==> config.mk <==
export PLATFORM = sky130hd
export DESIGN_NAME = lspe_div
export DESIGN_NICKNAME = d
export VERILOG_FILES = /design/src/rtl/lspe_pkg.sv /design/src/rtl/lspe_div.sv
export SDC_FILE = /design/constraint.sdc
export NUM_CORES = 1
export LEC_CHECK = 0
export BUFFER_PORTS_ARGS = -buffer_cell sky130_fd_sc_hd__buf_4
export CORE_UTILIZATION = 58
export CTS_CLUSTER_DIAMETER = 150
export DETAILED_ROUTE_END_ITERATION = 12
export GPL_TIMING_DRIVEN = 0
export PLACE_DENSITY = 0.87
export SYNTH_ARGS = -nofsm -noshare
export SYNTH_HDL_FRONTEND = slang
export SYNTH_SLANG_ARGS = --single-unit
export TNS_END_PERCENT = 5
==> constraint.sdc <==
create_clock -name clk -period 8.1 [get_ports clk]
set_clock_uncertainty 0.05 [all_clocks]
set_input_delay 1.215 -clock clk [delete_from_list [all_inputs] [get_ports clk]]
set_output_delay 1.215 -clock clk [all_outputs]
set_load 0.03 [all_outputs]
==> src/rtl/lspe_pkg.sv <==
// Shared types, codes and constants of the line sensor position estimator.
package lspe_pkg;

	// Defaults of the top-level parameters.
	localparam int DEF_MAX_SENSORS = 32;
	localparam int DEF_SAMPLE_BITS = 10;

	// Fixed field widths.
	localparam int CMD_W      = 2;
	localparam int INDEX_W    = 5;
	localparam int CAL_W      = 10;
	localparam int POS_W      = 16;
	localparam int COUNT_W    = 6;
	localparam int MODE_W     = 2;
	localparam int CFG_IDX_W  = 2;
	localparam int CFG_DATA_W = 6;

	// Accumulator widths; sums wrap at these widths.
	localparam int WSUM_W = 30;
	localparam int WGT_W  = 15;

	// Calibration and detection constants.
	localparam int SCALE_FULL     = 1000;
	localparam int NOISE_FLOOR    = 50;
	localparam int AUTO_THRESHOLD = 500;
	localparam int COUNT_RESET    = 8;

	typedef enum logic [CMD_W-1:0] {
		CMD_CAL   = 2'd0,
		CMD_MEAS  = 2'd1,
		CMD_QUERY = 2'd2
	} cmd_t;

	typedef enum logic [MODE_W-1:0] {
		MODE_DARK  = 2'd0,
		MODE_LIGHT = 2'd1,
		MODE_AUTO  = 2'd2
	} mode_t;

	typedef enum logic [CFG_IDX_W-1:0] {
		REG_SENSOR_COUNT = 2'd0,
		REG_LINE_MODE    = 2'd1
	} reg_idx_t;

	typedef enum logic [2:0] {
		S_IDLE,
		S_PREP,
		S_DIV_SCALE,
		S_ACC_DARK,
		S_ACC_LIGHT,
		S_POS,
		S_DIV_POS,
		S_DONE
	} state_t;

endpackage

==> src/rtl/lspe_div.sv <==
// Restoring divider, one quotient bit per cycle, shared by scaling and position.
module lspe_div import lspe_pkg::*; #(
	parameter int NUM_W = WSUM_W,
	parameter int DEN_W = WGT_W
) (
	input  logic             clk,
	input  logic             arst_n,
	input  logic             start,
	input  logic [NUM_W-1:0] num,
	input  logic [DEN_W-1:0] den,
	output logic             done,
	output logic [NUM_W-1:0] quot
);
	localparam int CNT_W = $clog2(NUM_W + 1);

	logic [NUM_W-1:0] num_q;
	logic [DEN_W-1:0] den_q;
	logic [DEN_W-1:0] rem_q;
	logic [CNT_W-1:0] cnt_q;
	logic             busy_q;
	logic             done_q;
	logic [DEN_W:0]   trial;
	logic [DEN_W:0]   diff;
	logic             ge;

	// The dividend shifts out at the top while quotient bits shift in at the bottom.
	assign trial = {rem_q, num_q[NUM_W-1]};
	assign diff  = trial - {1'b0, den_q};
	assign ge    = trial >= {1'b0, den_q};

	always_ff @(posedge clk or negedge arst_n) begin
		if (!arst_n) begin
			busy_q <= 1'b0;
			done_q <= 1'b0;
			cnt_q  <= '0;
		end else if (start) begin
			busy_q <= 1'b1;
			done_q <= 1'b0;
			cnt_q  <= CNT_W'(NUM_W);
		end else if (busy_q) begin
			cnt_q <= cnt_q - CNT_W'(1);
			if (cnt_q == CNT_W'(1)) begin
				busy_q <= 1'b0;
				done_q <= 1'b1;
			end
		end else begin
			done_q <= 1'b0;
		end
	end

	always_ff @(posedge clk) begin
		if (start) begin
			num_q <= num;
			den_q <= den;
			rem_q <= '0;
		end else if (busy_q) begin
			num_q <= {num_q[NUM_W-2:0], ge};
			rem_q <= ge ? diff[DEN_W-1:0] : trial[DEN_W-1:0];
		end
	end

	assign done = done_q;
	assign quot = num_q;

	a_start_idle: assert property (@(posedge clk) disable iff (!arst_n)
		start |-> !busy_q)
		else $error("divider started while busy");
	a_last_step_done: assert property (@(posedge clk) disable iff (!arst_n)
		busy_q && (cnt_q == CNT_W'(1)) && !start |=> done_q && !busy_q)
		else $error("divider did not finish after its last step");
	a_busy_from_start: assert property (@(posedge clk) disable iff (!arst_n)
		$rose(busy_q) |-> $past(start))
		else $error("divider became busy without a start");
endmodule

==> insert_results.sql <==
INSERT INTO impl_metrics (metric_group, metric, value, unit) VALUES
('outcome', 'status', 'completed', ''),
('timing', 'period_needed', '2800', 'ps'),
('global_routing', 'gr-usage-all-layers', '24.3', '%'),
('final_layout', 'antennaDiodeCount', '0', ''),
('timing', 'final.setup.tns', '0', 'ps'),
('logic_synthesis', 'synth_area_leader_cell', 'sky130_fd_sc_hd__edfxtp_1', ''),
('floorplanning', 'fp.dieH', '79.8', 'um'),
('timing', 'fin_hold_ws', '424', 'ps'),
('logic_synthesis', 'synth-main-ff-cell', 'sky130_fd_sc_hd__edfxtp_1', ''),
('global_routing', 'grt_util_met1', '30.3', '%'),
('clocking', 'cts.htree.levels', '3', ''),
('hold_path', 'hp-start', 'rem_q[7]', ''),
('setup_path', 'worst_r2r_startpoint', 'den_q[7]', ''),
('logic_synthesis', 'synth_enable_flop_cells', '45', ''),
('timing', 'worst_slew_pin_slew', '1210', 'ps'),
('floorplanning', 'effective_utilization_at_floorplan', '61.8', '%'),
('power_and_ir_drop', 'power_leakage', '1.86', 'nW'),
('hold_path', 'hp-class', 'reg2reg', ''),
('global_routing', 'grt_first_pass_wirelength', '11700', 'um'),
('timing', 'max_freq', '0.357', 'GHz'),
('run', 'max_cap_violations', '0', ''),
('floorplanning', 'total_die_area', '0.00636', 'mm^2'),
('logic_synthesis', 'synth.yosys.seq_area_share', '52.1', '%'),
('logic_synthesis', 'syn_area_per_cell', '11.7', 'um^2'),
('place', 'gp_congestion', '0.866', ''),
('setup_path', 'criticalPathCategory', 'in2reg', ''),
('setup_path', 'worst_r2r_path_depth', '10', ''),
('setup_path', 'worstPathCellList', 'buf_4, clkbuf_1, nor2_1, inv_1', ''),
('power_and_ir_drop', 'vdd_drop_max', '213', 'uV'),
('clocking', 'ctsHoldBuffers', '0', ''),
('final_layout', 'final_layout_size_suffix_gt1_share', '33.4', '%'),
('logic_synthesis', 'mappedNetlistNets', '367', ''),
('timing', 'relSlewSlack', '19.2', '%'),
('final_layout', 'areaGrowthSynthToFinish', '25.4', '%'),
('timing', 'fin_crit_sh', '34.6', '%'),
('floorplanning', 'core', '0.00568', 'mm^2'),
('timing', 'setup_viol', '0', ''),
('floorplanning', 'die_width', '79.8', 'um'),
('setup_path', 'slowest_delay', '880', 'ps'),
('drt', 'routedWlPerCell', '15.7', 'um'),
('logic_synthesis', 'synth_warnings', '0', ''),
('clocking', 'cts_root_buffer', 'sky130_fd_sc_hd__clkbuf_8', ''),
('global_routing', 'grt-busiest-layer', 'met2', ''),
('drt', 'drt_drc_violations_left', '0', ''),
('clocking', 'tritoncts_num_sinks', '67', ''),
('final_layout', 'nNetsFinal', '456', ''),
('setup_path', 'r2r_slack', '5350', 'ps'),
('clocking', 'cts-root-to-sink-buffers', '2', ''),
('setup_path', 'path_depth', '4', ''),
('logic_synthesis', 'yosys.cell_types.count', '47', ''),
('drt', 'detail-route-antenna-nets', '0', ''),
('setup_path', 'cp-start-kind', 'input pin', ''),
('logic_synthesis', 'ys_top_cells_by_area', 'sky130_fd_sc_hd__edfxtp_1, sky130_fd_sc_hd__mux2_2, sky130_fd_sc_hd__dfxtp_1, sky130_fd_sc_hd__ha_1, sky130_fd_sc_hd__dfrtp_1', ''),
('timing', 'number_of_failing_hold_endpoints_at_the_final_stage', '0', ''),
('setup_path', 'path_delay_family', 'buffers and inverters', ''),
('setup_path', 'timing.critical_path.slowest_stage_cell', 'sky130_fd_sc_hd__inv_1', ''),
('clocking', 'path_clk_slew', '70', 'ps'),
('timing', 'grt_setup_unrepaired', 'no', ''),
('clocking', 'tritoncts', 'done', ''),
('hold_path', 'min_path_cells', '2', ''),
('hold_path', 'hold-path-endpoint', 'rem_q[7]', ''),
('drt', 'vias_per_cell', '5.56', ''),
('global_routing', 'global_route.overflow_total', '0', ''),
('logic_synthesis', 'post_synth_instance_area', '0.00351', 'mm^2'),
('logic_synthesis', 'async_set_reset_flop_share_out_of_synthesis', '10.4', '%'),
('place', 'port_buffers', '78', ''),
('drt', 'drtPass1Iterations', '4', ''),
('clocking', 'worstSkewPairLatency', '340', 'ps'),
('setup_path', 'timing.rr.end', 'quot[0]', ''),
('floorplanning', 'rows', '27', ''),
('global_routing', 'grt_max_degree', '32', '');
## worst max-delay path by stage
| stage | from | to | slack (ps) |
|---|---|---|---|
| CTS | start | quot[1] | 5290 |
| finish | start | quot[1] | 5300 |
| detailed placement | start | quot[0] | 4900 |
| global route | start | quot[1] | 5190 |
| global placement | start | quot[0] | 4970 |
| floorplan | quot[29] | rem_q[10] | 5520 |
## registers in the layout (all words and copies together) (netlist names)
name and cells:
done 1, rem_q 15, den_q 15, quot 30, busy_q 1, cnt_q 5
## cells in the mapped netlist, drive strengths merged (3+ instances only)
master / instances
a211oi: 5
a21o: 4
a21oi: 12
buf: 4
clkbuf: 9
dfrtp: 7
dfxtp: 15
edfxtp: 45
ha: 17
inv: 23
mux2: 30
mux2i: 13
nand2: 19
nand2b: 8
nand4: 3
nor2: 15
nor2b: 4
nor3: 4
o21a: 4
o21ai: 22
xnor2: 10
xor2: 3
## cells by family after synthesis
logic type               share of synthesized area, %
flip-flops                                       52.1
AND/OR/NAND/NOR                                  8.88
AO/OA/AOI/OAI                                    11.2
multiplexers                                     13.3
buffers and inverters                            4.57
adder cells (fa/ha/maj)                          6.64
XOR/XNOR                                         3.25
## tightest hold or removal path, cell delays in order, from the launching register on
cell and delay [ps]:
sky130_fd_sc_hd__dfxtp_1 320, sky130_fd_sc_hd__nand2_1 60, sky130_fd_sc_hd__o21ai_1 50
## final cells by class
cell class	instances	area [um^2]
fill	375	1280
inverter	23	86.3
tap	72	90.1
clock inverter	6	88.8
clock buffer	10	128
sequential	67	1830
buffer	13	73.8
timing repair buffer	78	586
multi-input combinational	198	1520
## placed cells by master, fill, tap and decap left out, types with 5 or more instances in the layout
| cell | Yosys | layout |
|---|---|---|
| sky130_fd_sc_hd__a211oi_1 | 5 | 5 |
| sky130_fd_sc_hd__a21oi_1 | 12 | 12 |
| sky130_fd_sc_hd__buf_4 | 0 | 78 |
| sky130_fd_sc_hd__clkbuf_1 | 8 | 9 |
| sky130_fd_sc_hd__clkbuf_8 | 0 | 9 |
| sky130_fd_sc_hd__dfrtp_1 | 7 | 7 |
| sky130_fd_sc_hd__dfxtp_1 | 15 | 15 |
| sky130_fd_sc_hd__edfxtp_1 | 45 | 45 |
| sky130_fd_sc_hd__ha_1 | 17 | 17 |
| sky130_fd_sc_hd__inv_1 | 23 | 23 |
| sky130_fd_sc_hd__mux2_2 | 30 | 30 |
| sky130_fd_sc_hd__mux2i_1 | 13 | 13 |
| sky130_fd_sc_hd__nand2_1 | 19 | 19 |
| sky130_fd_sc_hd__nand2b_1 | 8 | 8 |
| sky130_fd_sc_hd__nor2_1 | 15 | 15 |
| sky130_fd_sc_hd__o21ai_0 | 15 | 15 |
| sky130_fd_sc_hd__o21ai_1 | 6 | 6 |
| sky130_fd_sc_hd__xnor2_1 | 10 | 10 |
## stage by stage
step | instances | instance area [um^2] | power (W) | util [%] | setup slack [ps]
6_report | 467 | 4400 | 0.00122 | 77.5 | 5300
5_1_grt | 467 | 4400 | 0.00128 | 77.5 | 5190
4_1_cts | 467 | 4400 | 0.00122 | 77.5 | 5290
3_5_place_dp | 451 | 4180 | 0.000916 | 73.7 | 4900
3_3_place_gp | 451 | 4180 | 0.000900 | 73.7 | 4970
2_1_floorplan | 301 | 3510 | 0.000799 | - | 5520
## metal layers
layer  vias to the layer above  routed length [um]
met5                         -                   0
met4                         0                  82
met3                         8                 379
met2                        85                3710
met1                      1233                3140
li1                       1271                   -
## power breakdown
group          internal [W]  switching (W)
registers          0.000423      0.0000355
clock network      0.000174       0.000129
logic              0.000210       0.000248
total              0.000807       0.000412
(Power assumes the default switching activity.)
